`src/rtl/rmrob_pkg.sv`:
```
// Shared constants and types for the rename map and reorder buffer.
`default_nettype none

package rmrob_pkg;

   localparam int REG_W = 6;
   localparam int TAG_W = 6;
   localparam int GW_W  = 4;

   localparam int ROB_DEPTH_DEF = 64;
   localparam int ARCH_REGS_DEF = 64;

   localparam logic [1:0] KIND_RENAME   = 2'd0;
   localparam logic [1:0] KIND_COMPLETE = 2'd1;
   localparam logic [1:0] KIND_RETIRE   = 2'd2;

   localparam logic [GW_W-1:0] GW_RESET = 4'd4;
   localparam logic [GW_W-1:0] GW_MAX   = 4'd8;

   // Map table command from the sequencer: one read port, one set, one clear.
   typedef struct packed {
      logic [REG_W-1:0] rd_reg;
      logic             wr_en;
      logic [REG_W-1:0] wr_reg;
      logic             clr_en;
      logic [REG_W-1:0] clr_reg;
   } map_cmd_type;

endpackage

`default_nettype wire

```
`src/rtl/rmrob_if.sv`:
```
// Channel interfaces: request, response and control register write.
`default_nettype none

interface rmrob_req_if;
   logic                        valid;
   logic                        ready;
   logic [1:0]                  kind;
   logic                        has_dest;
   logic [rmrob_pkg::REG_W-1:0] dest_reg;
   logic                        has_src1;
   logic [rmrob_pkg::REG_W-1:0] src1_reg;
   logic                        has_src2;
   logic [rmrob_pkg::REG_W-1:0] src2_reg;
   logic [rmrob_pkg::TAG_W-1:0] done_tag;

   modport source (output valid, kind, has_dest, dest_reg, has_src1, src1_reg,
                   has_src2, src2_reg, done_tag, input ready);
   modport sink   (input valid, kind, has_dest, dest_reg, has_src1, src1_reg,
                   has_src2, src2_reg, done_tag, output ready);
endinterface

interface rmrob_rsp_if;
   logic                        valid;
   logic                        ready;
   logic                        accepted;
   logic [rmrob_pkg::TAG_W-1:0] dest_tag;
   logic [rmrob_pkg::TAG_W-1:0] src1_tag;
   logic                        src1_wait;
   logic [rmrob_pkg::TAG_W-1:0] src2_tag;
   logic                        src2_wait;
   logic                        retire_valid;
   logic [rmrob_pkg::TAG_W-1:0] retire_tag;
   logic                        retire_has_dest;
   logic [rmrob_pkg::REG_W-1:0] retire_dest_reg;
   logic                        last;

   modport source (output valid, accepted, dest_tag, src1_tag, src1_wait, src2_tag,
                   src2_wait, retire_valid, retire_tag, retire_has_dest,
                   retire_dest_reg, last, input ready);
   modport sink   (input valid, accepted, dest_tag, src1_tag, src1_wait, src2_tag,
                   src2_wait, retire_valid, retire_tag, retire_has_dest,
                   retire_dest_reg, last, output ready);
endinterface

interface rmrob_csr_if;
   logic                       valid;
   logic                       ready;
   logic [rmrob_pkg::GW_W-1:0] group_width;

   modport source (output valid, group_width, input ready);
   modport sink   (input valid, group_width, output ready);
endinterface

`default_nettype wire

```
`src/rtl/rmrob_map.sv`:
```
// Register rename map: valid bits in flops, producer tags in a memory.
`default_nettype none

module rmrob_map #(
   parameter int ARCH_REGS = rmrob_pkg::ARCH_REGS_DEF,
   parameter int ROB_DEPTH = rmrob_pkg::ROB_DEPTH_DEF
) (
   input  wire logic                         clock,
   input  wire logic                         reset,
   input  wire rmrob_pkg::map_cmd_type       cmd,
   input  wire logic [$clog2(ROB_DEPTH)-1:0] wr_tag,
   output logic                              rd_hit,
   output logic [$clog2(ROB_DEPTH)-1:0]      rd_tag
);

   localparam int TW = $clog2(ROB_DEPTH);
   localparam int MW = $clog2(ARCH_REGS);

   logic [ARCH_REGS-1:0] map_valid_ff;
   logic [TW-1:0]        map_tag_ff [ARCH_REGS];
   logic                 rd_hit_ff;
   logic [TW-1:0]        rd_tag_ff;
   logic                 rd_ok;
   logic                 wr_ok;
   logic                 clr_ok;

   // register numbers past the map count as absent
   assign rd_ok  = int'(cmd.rd_reg) < ARCH_REGS;
   assign wr_ok  = cmd.wr_en && (int'(cmd.wr_reg) < ARCH_REGS);
   assign clr_ok = cmd.clr_en && (int'(cmd.clr_reg) < ARCH_REGS);

   always_ff @(posedge clock) begin
      if (reset) begin
         map_valid_ff <= '0;
      end else begin
         if (clr_ok) begin
            map_valid_ff[MW'(cmd.clr_reg)] <= 1'b0;
         end
         if (wr_ok) begin
            map_valid_ff[MW'(cmd.wr_reg)] <= 1'b1;
         end
      end
   end

   always_ff @(posedge clock) begin
      if (wr_ok) begin
         map_tag_ff[MW'(cmd.wr_reg)] <= wr_tag;
      end
      rd_tag_ff <= map_tag_ff[MW'(cmd.rd_reg)];
      rd_hit_ff <= rd_ok && map_valid_ff[MW'(cmd.rd_reg)];
   end

   assign rd_hit = rd_hit_ff;
   assign rd_tag = rd_tag_ff;

endmodule

`default_nettype wire

```
`src/rtl/rename_map_and_reorder_buffer.sv`:
```
// Top level: reorder buffer with register rename map and its sequencer.
//
//   channel  dir  transfer when          payload
//   req_if   in   valid & ready         kind, has_dest/dest_reg, has_srcN/srcN_reg, done_tag
//   rsp_if   out  valid & ready         accepted, tags, waits, retire fields, last
//   csr_if   in   valid & ready (ready  group_width
//                 is high out of reset)
//
// A rename answers unaccepted when stalled for space; a retire tick retires ready head
// entries up to the group width, one per response, or gives one empty result.
// Map table and entry destination store have one registered read port each.
// Synchronous reset clears pointers, valid/ready bits and map valid bits; no clearing
// pass. req_if.ready is high only in idle, out of reset.
`default_nettype none

module rename_map_and_reorder_buffer #(
   parameter int ROB_DEPTH = rmrob_pkg::ROB_DEPTH_DEF,
   parameter int ARCH_REGS = rmrob_pkg::ARCH_REGS_DEF
) (
   input wire logic    clock,
   input wire logic    reset,
   rmrob_req_if.sink   req_if,
   rmrob_rsp_if.source rsp_if,
   rmrob_csr_if.sink   csr_if
);

   localparam int TW = $clog2(ROB_DEPTH);
   localparam int OW = $clog2(ROB_DEPTH + 1);
   localparam int RW = rmrob_pkg::REG_W;
   localparam int GW = rmrob_pkg::GW_W;
   localparam int XW = rmrob_pkg::TAG_W;

   typedef enum logic [3:0] {
      ST_IDLE,
      ST_CMP,
      ST_REN_RD1,
      ST_REN_RD2,
      ST_REN_WR,
      ST_RET_CHK,
      ST_RET_DST,
      ST_RET_MAP,
      ST_OUT
   } state_type;

   state_type state_ff;

   logic [GW-1:0]        gw_ff;
   logic [TW-1:0]        head_ff;
   logic [TW-1:0]        tail_ff;
   logic [OW-1:0]        occ_ff;
   logic [GW-1:0]        n_ff;            // entries retired in this tick
   logic [ROB_DEPTH-1:0] entry_valid_ff;
   logic [ROB_DEPTH-1:0] entry_ready_ff;
   logic [RW:0]          entry_dest_ff [ROB_DEPTH];
   logic [RW:0]          dest_rd_ff;      // {has_dest, reg} at head

   // latched request
   logic          has_dest_ff;
   logic [RW-1:0] dest_reg_ff;
   logic          has_src1_ff;
   logic [RW-1:0] src1_reg_ff;
   logic          has_src2_ff;
   logic [RW-1:0] src2_reg_ff;
   logic [XW-1:0] done_tag_ff;

   logic          s1_wait_ff;
   logic [XW-1:0] s1_tag_ff;

   // response register
   logic          rsp_accepted_ff;
   logic [XW-1:0] rsp_dest_tag_ff;
   logic [XW-1:0] rsp_src1_tag_ff;
   logic          rsp_src1_wait_ff;
   logic [XW-1:0] rsp_src2_tag_ff;
   logic          rsp_src2_wait_ff;
   logic          rsp_retire_valid_ff;
   logic [XW-1:0] rsp_retire_tag_ff;
   logic          rsp_retire_has_dest_ff;
   logic [RW-1:0] rsp_retire_dest_reg_ff;
   logic          rsp_last_ff;

   rmrob_pkg::map_cmd_type map_cmd;
   logic                   map_rd_hit;
   logic [TW-1:0]          map_rd_tag;

   logic [GW-1:0] eff_w;
   logic          ren_stall;
   logic [TW-1:0] head_nx;
   logic [TW-1:0] tail_nx;
   logic          head_go;
   logic          next_go;
   logic [GW-1:0] n_inc;
   logic          src_wait;       // source lookup result in the current cycle
   logic [XW-1:0] src_tag;
   logic          done_ok;
   logic [TW-1:0] done_idx;

   // width register clamped to 1..8
   always_comb begin
      if (gw_ff == '0) begin
         eff_w = GW'(1);
      end else if (gw_ff > rmrob_pkg::GW_MAX) begin
         eff_w = rmrob_pkg::GW_MAX;
      end else begin
         eff_w = gw_ff;
      end
   end

   assign ren_stall = ((OW+1)'(occ_ff) + (OW+1)'(eff_w)) > (OW+1)'(ROB_DEPTH);

   assign head_nx = (head_ff == TW'(ROB_DEPTH - 1)) ? '0 : head_ff + 1'b1;
   assign tail_nx = (tail_ff == TW'(ROB_DEPTH - 1)) ? '0 : tail_ff + 1'b1;
   assign n_inc   = n_ff + 1'b1;

   assign head_go = (n_ff < eff_w) && entry_valid_ff[head_ff] && entry_ready_ff[head_ff];
   // lookahead: decides whether the entry retiring now is the last one
   assign next_go = (n_inc < eff_w) && entry_valid_ff[head_nx] && entry_ready_ff[head_nx];

   // map read came back this cycle; a valid map entry always names a live entry
   always_comb begin
      if (state_ff == ST_REN_RD2) begin
         src_wait = has_src1_ff && map_rd_hit && !entry_ready_ff[map_rd_tag];
      end else begin
         src_wait = has_src2_ff && map_rd_hit && !entry_ready_ff[map_rd_tag];
      end
      src_tag = src_wait ? XW'(map_rd_tag) : '0;
   end

   assign done_ok  = int'(done_tag_ff) < ROB_DEPTH;
   assign done_idx = TW'(done_tag_ff);

   // map table port steering
   always_comb begin
      case (state_ff)
         ST_REN_RD1: map_cmd.rd_reg = src1_reg_ff;
         ST_REN_RD2: map_cmd.rd_reg = src2_reg_ff;
         default:    map_cmd.rd_reg = dest_rd_ff[RW-1:0];
      endcase
      map_cmd.wr_en   = (state_ff == ST_REN_WR) && has_dest_ff;
      map_cmd.wr_reg  = dest_reg_ff;
      // release the map entry only if it still names the retiring tag
      map_cmd.clr_en  = (state_ff == ST_RET_MAP) && dest_rd_ff[RW] && map_rd_hit &&
                        (map_rd_tag == head_ff);
      map_cmd.clr_reg = dest_rd_ff[RW-1:0];
   end

   rmrob_map #(
      .ARCH_REGS (ARCH_REGS),
      .ROB_DEPTH (ROB_DEPTH)
   ) u_map (
      .clock  (clock),
      .reset  (reset),
      .cmd    (map_cmd),
      .wr_tag (tail_ff),
      .rd_hit (map_rd_hit),
      .rd_tag (map_rd_tag)
   );

   // entry destination store, read continuously at the head
   always_ff @(posedge clock) begin
      if (state_ff == ST_REN_WR) begin
         entry_dest_ff[tail_ff] <= {has_dest_ff, dest_reg_ff};
      end
      dest_rd_ff <= entry_dest_ff[head_ff];
   end

   always_ff @(posedge clock) begin
      if (reset) begin
         state_ff       <= ST_IDLE;
         gw_ff          <= rmrob_pkg::GW_RESET;
         head_ff        <= '0;
         tail_ff        <= '0;
         occ_ff         <= '0;
         n_ff           <= '0;
         entry_valid_ff <= '0;
         entry_ready_ff <= '0;
      end else begin
         if (csr_if.valid) begin
            gw_ff <= csr_if.group_width;
         end

         case (state_ff)
            ST_IDLE: begin
               if (req_if.valid) begin
                  has_dest_ff <= req_if.has_dest;
                  dest_reg_ff <= req_if.dest_reg;
                  has_src1_ff <= req_if.has_src1;
                  src1_reg_ff <= req_if.src1_reg;
                  has_src2_ff <= req_if.has_src2;
                  src2_reg_ff <= req_if.src2_reg;
                  done_tag_ff <= req_if.done_tag;
                  n_ff        <= '0;
                  case (req_if.kind)
                     rmrob_pkg::KIND_RENAME:   state_ff <= ST_REN_RD1;
                     rmrob_pkg::KIND_COMPLETE: state_ff <= ST_CMP;
                     rmrob_pkg::KIND_RETIRE:   state_ff <= ST_RET_CHK;
                     default:                  state_ff <= ST_IDLE;
                  endcase
               end
            end

            ST_CMP: begin
               if (done_ok && entry_valid_ff[done_idx]) begin
                  entry_ready_ff[done_idx] <= 1'b1;
               end
               state_ff <= ST_IDLE;
            end

            ST_REN_RD1: begin
               if (ren_stall) begin
                  rsp_accepted_ff        <= 1'b0;
                  rsp_dest_tag_ff        <= '0;
                  rsp_src1_tag_ff        <= '0;
                  rsp_src1_wait_ff       <= 1'b0;
                  rsp_src2_tag_ff        <= '0;
                  rsp_src2_wait_ff       <= 1'b0;
                  rsp_retire_valid_ff    <= 1'b0;
                  rsp_retire_tag_ff      <= '0;
                  rsp_retire_has_dest_ff <= 1'b0;
                  rsp_retire_dest_reg_ff <= '0;
                  rsp_last_ff            <= 1'b1;
                  state_ff               <= ST_OUT;
               end else begin
                  state_ff <= ST_REN_RD2;
               end
            end

            ST_REN_RD2: begin
               s1_wait_ff <= src_wait;
               s1_tag_ff  <= src_tag;
               state_ff   <= ST_REN_WR;
            end

            ST_REN_WR: begin
               entry_valid_ff[tail_ff] <= 1'b1;
               entry_ready_ff[tail_ff] <= 1'b0;
               tail_ff                 <= tail_nx;
               occ_ff                  <= occ_ff + 1'b1;
               rsp_accepted_ff         <= 1'b1;
               rsp_dest_tag_ff         <= XW'(tail_ff);
               rsp_src1_tag_ff         <= s1_tag_ff;
               rsp_src1_wait_ff        <= s1_wait_ff;
               rsp_src2_tag_ff         <= src_tag;
               rsp_src2_wait_ff        <= src_wait;
               rsp_retire_valid_ff     <= 1'b0;
               rsp_retire_tag_ff       <= '0;
               rsp_retire_has_dest_ff  <= 1'b0;
               rsp_retire_dest_reg_ff  <= '0;
               rsp_last_ff             <= 1'b1;
               state_ff                <= ST_OUT;
            end

            ST_RET_CHK: begin
               if (head_go) begin
                  state_ff <= ST_RET_DST;
               end else begin
                  // nothing retires: one empty result
                  rsp_accepted_ff        <= 1'b0;
                  rsp_dest_tag_ff        <= '0;
                  rsp_src1_tag_ff        <= '0;
                  rsp_src1_wait_ff       <= 1'b0;
                  rsp_src2_tag_ff        <= '0;
                  rsp_src2_wait_ff       <= 1'b0;
                  rsp_retire_valid_ff    <= 1'b0;
                  rsp_retire_tag_ff      <= '0;
                  rsp_retire_has_dest_ff <= 1'b0;
                  rsp_retire_dest_reg_ff <= '0;
                  rsp_last_ff            <= 1'b1;
                  state_ff               <= ST_OUT;
               end
            end

            ST_RET_DST: begin
               state_ff <= ST_RET_MAP;
            end

            ST_RET_MAP: begin
               entry_valid_ff[head_ff] <= 1'b0;
               entry_ready_ff[head_ff] <= 1'b0;
               head_ff                 <= head_nx;
               occ_ff                  <= occ_ff - 1'b1;
               n_ff                    <= n_inc;
               rsp_accepted_ff         <= 1'b0;
               rsp_dest_tag_ff         <= '0;
               rsp_src1_tag_ff         <= '0;
               rsp_src1_wait_ff        <= 1'b0;
               rsp_src2_tag_ff         <= '0;
               rsp_src2_wait_ff        <= 1'b0;
               rsp_retire_valid_ff     <= 1'b1;
               rsp_retire_tag_ff       <= XW'(head_ff);
               rsp_retire_has_dest_ff  <= dest_rd_ff[RW];
               rsp_retire_dest_reg_ff  <= dest_rd_ff[RW-1:0];
               rsp_last_ff             <= !next_go;
               state_ff                <= ST_OUT;
            end

            ST_OUT: begin
               if (rsp_if.ready) begin
                  state_ff <= rsp_last_ff ? ST_IDLE : ST_RET_CHK;
               end
            end

            default: begin
               state_ff <= ST_IDLE;
            end
         endcase
      end
   end

   assign req_if.ready = (state_ff == ST_IDLE) && !reset;
   assign csr_if.ready = !reset;

   assign rsp_if.valid           = (state_ff == ST_OUT);
   assign rsp_if.accepted        = rsp_accepted_ff;
   assign rsp_if.dest_tag        = rsp_dest_tag_ff;
   assign rsp_if.src1_tag        = rsp_src1_tag_ff;
   assign rsp_if.src1_wait       = rsp_src1_wait_ff;
   assign rsp_if.src2_tag        = rsp_src2_tag_ff;
   assign rsp_if.src2_wait       = rsp_src2_wait_ff;
   assign rsp_if.retire_valid    = rsp_retire_valid_ff;
   assign rsp_if.retire_tag      = rsp_retire_tag_ff;
   assign rsp_if.retire_has_dest = rsp_retire_has_dest_ff;
   assign rsp_if.retire_dest_reg = rsp_retire_dest_reg_ff;
   assign rsp_if.last            = rsp_last_ff;

endmodule

`default_nettype wire
```
`src/flat_wrapper.sv`:
```
// flat-port wrapper written by rule: the top's interface ports become plain ports
module rename_map_and_reorder_buffer_flat 
#(
   parameter int ROB_DEPTH = rmrob_pkg::ROB_DEPTH_DEF,
   parameter int ARCH_REGS = rmrob_pkg::ARCH_REGS_DEF
)
  (clock, reset, req_if_valid, req_if_kind, req_if_has_dest, req_if_dest_reg, req_if_has_src1, req_if_src1_reg, req_if_has_src2, req_if_src2_reg, req_if_done_tag, req_if_ready, rsp_if_valid, rsp_if_accepted, rsp_if_dest_tag, rsp_if_src1_tag, rsp_if_src1_wait, rsp_if_src2_tag, rsp_if_src2_wait, rsp_if_retire_valid, rsp_if_retire_tag, rsp_if_retire_has_dest, rsp_if_retire_dest_reg, rsp_if_last, rsp_if_ready, csr_if_valid, csr_if_group_width, csr_if_ready);
  rmrob_req_if req_if_i ();
  rmrob_rsp_if rsp_if_i ();
  rmrob_csr_if csr_if_i ();
  input wire logic clock;
  input wire logic reset;
  input wire logic [$bits(req_if_i.valid)-1:0] req_if_valid;
  input wire logic [$bits(req_if_i.kind)-1:0] req_if_kind;
  input wire logic [$bits(req_if_i.has_dest)-1:0] req_if_has_dest;
  input wire logic [$bits(req_if_i.dest_reg)-1:0] req_if_dest_reg;
  input wire logic [$bits(req_if_i.has_src1)-1:0] req_if_has_src1;
  input wire logic [$bits(req_if_i.src1_reg)-1:0] req_if_src1_reg;
  input wire logic [$bits(req_if_i.has_src2)-1:0] req_if_has_src2;
  input wire logic [$bits(req_if_i.src2_reg)-1:0] req_if_src2_reg;
  input wire logic [$bits(req_if_i.done_tag)-1:0] req_if_done_tag;
  output wire logic [$bits(req_if_i.ready)-1:0] req_if_ready;
  output wire logic [$bits(rsp_if_i.valid)-1:0] rsp_if_valid;
  output wire logic [$bits(rsp_if_i.accepted)-1:0] rsp_if_accepted;
  output wire logic [$bits(rsp_if_i.dest_tag)-1:0] rsp_if_dest_tag;
  output wire logic [$bits(rsp_if_i.src1_tag)-1:0] rsp_if_src1_tag;
  output wire logic [$bits(rsp_if_i.src1_wait)-1:0] rsp_if_src1_wait;
  output wire logic [$bits(rsp_if_i.src2_tag)-1:0] rsp_if_src2_tag;
  output wire logic [$bits(rsp_if_i.src2_wait)-1:0] rsp_if_src2_wait;
  output wire logic [$bits(rsp_if_i.retire_valid)-1:0] rsp_if_retire_valid;
  output wire logic [$bits(rsp_if_i.retire_tag)-1:0] rsp_if_retire_tag;
  output wire logic [$bits(rsp_if_i.retire_has_dest)-1:0] rsp_if_retire_has_dest;
  output wire logic [$bits(rsp_if_i.retire_dest_reg)-1:0] rsp_if_retire_dest_reg;
  output wire logic [$bits(rsp_if_i.last)-1:0] rsp_if_last;
  input wire logic [$bits(rsp_if_i.ready)-1:0] rsp_if_ready;
  input wire logic [$bits(csr_if_i.valid)-1:0] csr_if_valid;
  input wire logic [$bits(csr_if_i.group_width)-1:0] csr_if_group_width;
  output wire logic [$bits(csr_if_i.ready)-1:0] csr_if_ready;
  assign req_if_i.valid = req_if_valid;
  assign req_if_i.kind = req_if_kind;
  assign req_if_i.has_dest = req_if_has_dest;
  assign req_if_i.dest_reg = req_if_dest_reg;
  assign req_if_i.has_src1 = req_if_has_src1;
  assign req_if_i.src1_reg = req_if_src1_reg;
  assign req_if_i.has_src2 = req_if_has_src2;
  assign req_if_i.src2_reg = req_if_src2_reg;
  assign req_if_i.done_tag = req_if_done_tag;
  assign req_if_ready = req_if_i.ready;
  assign rsp_if_valid = rsp_if_i.valid;
  assign rsp_if_accepted = rsp_if_i.accepted;
  assign rsp_if_dest_tag = rsp_if_i.dest_tag;
  assign rsp_if_src1_tag = rsp_if_i.src1_tag;
  assign rsp_if_src1_wait = rsp_if_i.src1_wait;
  assign rsp_if_src2_tag = rsp_if_i.src2_tag;
  assign rsp_if_src2_wait = rsp_if_i.src2_wait;
  assign rsp_if_retire_valid = rsp_if_i.retire_valid;
  assign rsp_if_retire_tag = rsp_if_i.retire_tag;
  assign rsp_if_retire_has_dest = rsp_if_i.retire_has_dest;
  assign rsp_if_retire_dest_reg = rsp_if_i.retire_dest_reg;
  assign rsp_if_last = rsp_if_i.last;
  assign rsp_if_i.ready = rsp_if_ready;
  assign csr_if_i.valid = csr_if_valid;
  assign csr_if_i.group_width = csr_if_group_width;
  assign csr_if_ready = csr_if_i.ready;
  rename_map_and_reorder_buffer #(.ROB_DEPTH(ROB_DEPTH), .ARCH_REGS(ARCH_REGS)) u_core (.clock(clock), .reset(reset), .req_if(req_if_i), .rsp_if(rsp_if_i), .csr_if(csr_if_i));
endmodule
```
`config.mk`:
```
export PLATFORM = sky130hd
export DESIGN_NAME = rename_map_and_reorder_buffer_flat
export DESIGN_NICKNAME = d
export VERILOG_FILES = /design/src/rtl/rmrob_pkg.sv /design/src/rtl/rmrob_if.sv /design/src/rtl/rmrob_map.sv /design/src/rtl/rename_map_and_reorder_buffer.sv /design/src/flat_wrapper.sv
export SDC_FILE = /design/constraint.sdc
export NUM_CORES = 2
export LEC_CHECK = 0
export CORE_UTILIZATION = 40
export CTS_BUF_LIST = sky130_fd_sc_hd__clkbuf_4 sky130_fd_sc_hd__clkbuf_8
export CTS_CLUSTER_DIAMETER = 60
export CTS_CLUSTER_SIZE = 8
export DETAILED_ROUTE_END_ITERATION = 6
export DONT_BUFFER_PORTS = 1
export PLACE_DENSITY = 0.58
export SYNTH_ARGS = -nofsm -noshare
export SYNTH_HDL_FRONTEND = slang
export SYNTH_SLANG_ARGS = --single-unit
```
`constraint.sdc`:
```
create_clock -name clock -period 6.55 [get_ports clock]
set_input_delay 0.655 -clock clock [delete_from_list [all_inputs] [get_ports clock]]
set_output_delay 0.655 -clock clock [all_outputs]
set_load 0.01 [all_outputs]
```
==> run summary <==
The run gives 0.652 as the portion of the post-synthesis area used by sequential elements. After detailed routing, no signal wire sits above met5. The power per cell area came out at 269 nW/um2. The portion of the clock cycle consumed by the worst path in the final layout works out to 0.654. The worst path needs 4.29 ns of the cycle, external delays included. The tools report the startpoint of the tightest hold check path as rsp_if_ready. TritonCTS built the clock tree.

The first global-routing pass estimated 232000 um of wire. The final-report setup violation count is 0, and the peak supply drop is 0.167 mV. The run gives 2.26 ns as the worst reg-to-reg setup slack. The clock tree synthesis step divided the H-tree into 4 levels. The leakage power total is 18.2 nW. In the synthesized netlist the dominant register cell turns out to be sky130_fd_sc_hd__edfxtp_1.

The post-synthesis async set-or-reset flop share was 0. The logs give 0.0629 ns for the largest clock skew in the final design and 87 for the number of distinct library cell variants in the gate-level netlist after synthesis. In the layout the commonest cells are 902 x sky130_fd_sc_hd__edfxtp_1, 294 x sky130_fd_sc_hd__nand2_1, 253 x sky130_fd_sc_hd__a21oi_1.

The count of final max-slew check failures is 0. Element type at the critical path start: a register. After detailed routing, the met3 layer carries 16900 um of wire.

The mapped netlist covers 48800 um2. The logs give 0 for the post-CTS setup-driven buffer insertion count and 127 for the row count. The synthesized design spends more area on one cell type than any other, namely sky130_fd_sc_hd__edfxtp_1. The simple logic cell fraction of the synthesized area was 0.0930; the number of max-cap violations was 0. For the maximum operating frequency, the log shows 233 MHz.

Averaged over all synthesized cells, the footprint is 12.3 um2. The share of the synthesized area in the top cell type was 0.555; the total negative slack was 0 ns. For the number of non-filler instances in the completed layout, the log shows 5712.

The synthesized design contains 1139 register bits. The run gives 4.80 ns as the critical path arrival. The mean number of vias per cell came out at 6.08. By area the synthesized netlist is led by sky130_fd_sc_hd__edfxtp_1 55%, sky130_fd_sc_hd__dfxtp_1 9.7%, sky130_fd_sc_hd__mux2i_1 3.9%, sky130_fd_sc_hd__a21oi_1 2.6%, sky130_fd_sc_hd__o21ai_0 2.6%. Pin placement for this block handled 77 I/O pins. Clock tree synthesis found a total of 1139 sinks. The tools report the maximum number of pins on one net before global-route repair as 163. The worst slew slack as a fraction of its limit came out at 0.0612.

The register with the most flip-flops in the final layout is u_core.entry_dest_ff. STA puts the critical path data required time at 7.06 ns. The count of antenna-violating nets left after detailed routing is 0.

The run gives 4041 as the final-stage net count. The main combinational cell family by area after synthesis was compound AO/OA/AOI/OAI gates. The total overflow left after global routing is 0. The xor/xnor cell area share of the yosys netlist is 0.00431, and the actual slew at the worst max-slew pin is 1.41 ns.

The tools report the endpoint of the worst-slack reg-to-reg timing path as u_core.entry_dest_ff[5][6]$_DFFE_PP_. Counting instances, the worst hold path has a depth of 3. Before antenna repair, the detailed router went through 7 iterations. STA classifies the critical path endpoint as a register. The number of filler instances in the final layout was 11000; the number of CTS-inserted buffers was 165. The highest-delay cell along the critical path was sky130_fd_sc_hd__or4b_2. The final route contains 34700 vias.

Setup repair after global routing left no endpoint under its margin. For this run, design rule violations remaining after detail routing come to 4. The global-route usage over all layers is 0.258. The run finished, with violations left. The tools report the number of cells after detailed placement as 5388. The share of synthesized cell area in full adder, half adder and majority cells was 0.00595. The congestion estimate from routability-driven global placement came to 0.944. The checks that failed: DRC.

The fraction of layout cells with a size suffix above 1 was 0.119; the largest stage delay on the critical path was 1.06 ns. The post-detailed-route wirelength per cell was 28.2 um. After clock tree synthesis, the clock-pin slew on the worst setup and hold paths is 0.06 ns. Counting every net in the synthesized netlist gives 4014. Die width: 351 um. The maximum fanout count along the critical path was 23. Sink of the worst hold path: u_core.state_ff[0]$_SDFFE_PP0P_.

For the initial standard-cell utilization of the core, the log shows 0.405. Total detailed-routing wirelength: 161000 um. Clock root buffer: sky130_fd_sc_hd__clkbuf_8. The tools report the launch instance of the worst register-to-register path as u_core.state_ff[0]$_SDFFE_PP0P_. Leaving out fill and tap cells, the most frequent cell in the layout is sky130_fd_sc_hd__edfxtp_1.

Counting every instance in the synthesized netlist gives 3954. Deepest clock path buffer count: 3. The layout-stage area growth over the synthesis result is 11.1%, and the height of the die is 351 um. The critical path goes through or4b_2 > inv_2 > nand2_1 > nor2_1 > nand2_1 > inv_1. The path class of the tightest hold or removal check is primary input to register. The Yosys step of the flow raised 0 warnings.

The tools report the number of global-route vias before repair as 32700. The die covers 123000 um2. The hold violation total from the final report came out at 0. The total core area is 120000 um2, and the number of flip-flops in the largest register is 448.

The wire length on met2 was 69500 um; the count of cells along the worst register-to-register path was 6. For the worst-skew pair, the clock arrives at the later sink with an insertion delay of 0.88 ns. The largest registers in the layout are u_core.entry_dest_ff x448, u_core.u_map.map_tag_ff x384.

After the first detailed-routing iteration, the DRC count stood at 4963. Yosys mapped a number of flops with a built-in enable equal to 902. Share of the synthesized area in compound gates (AO/OA/AOI/OAI): 0.146.

For the sum of routed wire segments on met1, the log shows 69500 um. The wire-length estimate of the detail-placed layout is 103000 um. Critical path class: register to register.

Library cell appearing most often on the critical path: sky130_fd_sc_hd__nand2_1. Port buffering added 0 buffers. The number of antenna violations at the first check in global routing came out at 4. The multiplexer share of the synthesized area came out at 0.0586.
==> critical path, delay by kind of cell, from the launching register on <==
family,cells,cell delay [ns]
and+or+nand+nor,4,2.44
DFF,1,0.62
buffers and inverters,2,0.84
==> what timing repair did <==
item                                   in CTS  in global routing
endpoints found under the hold margin     194                  0
hold buffers                               37                  0
resized for setup                           0                  0
==> through the flow <==
step                      utilization  instance area [um2]  total power, mW  hold WS [ns]  worst slack, ns
after global placement          0.420                50600             8.88         0.459             2.21
after CTS                       0.450                54200             14.7        0.0148             2.12
final                           0.450                54200             14.6         0.126             2.26
after global routing            0.450                54200             15.0        0.0928             2.13
after floorplan                     -                48800             8.57         0.449             1.39
after detailed placement        0.420                50600             8.89         0.464             2.17
==> how the worst max path moves through the flow <==
stage	from	endpoint	cells past startpoint	slack, ns
after floorplan	u_core.gw_ff[1]$_SDFFE_PP0P_	u_core.rsp_if.accepted$_DFFE_PP_	12	1.39
after global placement	u_core.state_ff[0]$_SDFFE_PP0P_	u_core.u_map.rd_tag[1]$_DFF_P_	7	2.21
after detailed placement	u_core.state_ff[0]$_SDFFE_PP0P_	u_core.u_map.rd_tag[1]$_DFF_P_	7	2.17
after CTS	u_core.state_ff[0]$_SDFFE_PP0P_	u_core.u_map.rd_tag[1]$_DFF_P_	7	2.12
after global routing	u_core.state_ff[0]$_SDFFE_PP0P_	u_core.u_map.rd_tag[0]$_DFF_P_	8	2.13
final	u_core.state_ff[0]$_SDFFE_PP0P_	u_core.entry_dest_ff[5][6]$_DFFE_PP_	6	2.26
==> where the power goes <==
part | internal, mW | switching (mW)
Sequential | 7.83 | 0.0924
Combinational | 0.254 | 0.607
Clock | 2.99 | 2.79
==> cell families (layout without fill, tap and decap cells) <==
logic type | after synthesis | after routing
AOI/OAI and AO/OA | 1086 | 1086
muxes | 241 | 241
adders and majority gates | 22 | 22
other | 0 | 1
and+or+nand+nor | 949 | 949
xor gates and xnor gates | 24 | 24
DFF | 1139 | 1139
buffers and inverters | 493 | 638
==> final cells by class <==
cell class / instances / area [um2] / area share
antenna: 1 / 2.50 / 0.0000461
sequential: 1139 / 31900 / 0.587
tap: 1612 / 2020 / 0.0372
clock buffer: 264 / 3050 / 0.0563
timing repair buffer: 128 / 1110 / 0.0204
inverter: 225 / 845 / 0.0156
multi-input combinational: 2322 / 15200 / 0.280
clock inverter: 21 / 204 / 0.00376
==> per-layer routing <==
layer	vias up	GRT usage
met3	283	0.0614
met2	1952	0.374
met4	2	0.0945
li1	15100	-
met5	-	0
met1	17400	0.373
==> cell usage after synthesis (17+ instances only) <==
master	instances
sky130_fd_sc_hd__xnor2_1	20
sky130_fd_sc_hd__a211oi_1	96
sky130_fd_sc_hd__edfxtp_1	902
sky130_fd_sc_hd__nand3_1	144
sky130_fd_sc_hd__nand2b_1	20
sky130_fd_sc_hd__dfxtp_1	237
sky130_fd_sc_hd__a31oi_1	65
sky130_fd_sc_hd__a2111oi_0	28
sky130_fd_sc_hd__a22oi_1	139
sky130_fd_sc_hd__mux2i_1	189
sky130_fd_sc_hd__buf_2	47
sky130_fd_sc_hd__o221ai_1	20
sky130_fd_sc_hd__inv_1	219
sky130_fd_sc_hd__mux4_2	34
sky130_fd_sc_hd__buf_1	26
sky130_fd_sc_hd__a21oi_1	253
sky130_fd_sc_hd__nor3_1	39
sky130_fd_sc_hd__nand4_1	44
sky130_fd_sc_hd__ha_1	20
sky130_fd_sc_hd__and3_1	49
sky130_fd_sc_hd__a222oi_1	21
sky130_fd_sc_hd__clkbuf_1	182
sky130_fd_sc_hd__mux2_2	17
sky130_fd_sc_hd__a221oi_1	43
sky130_fd_sc_hd__o21ai_0	251
sky130_fd_sc_hd__nor2_1	227
sky130_fd_sc_hd__and2_1	36
sky130_fd_sc_hd__nor2b_1	18
sky130_fd_sc_hd__nand2_1	296
sky130_fd_sc_hd__o211ai_1	22
sky130_fd_sc_hd__a22o_1	36
Power figures use the tool's default switching activity.
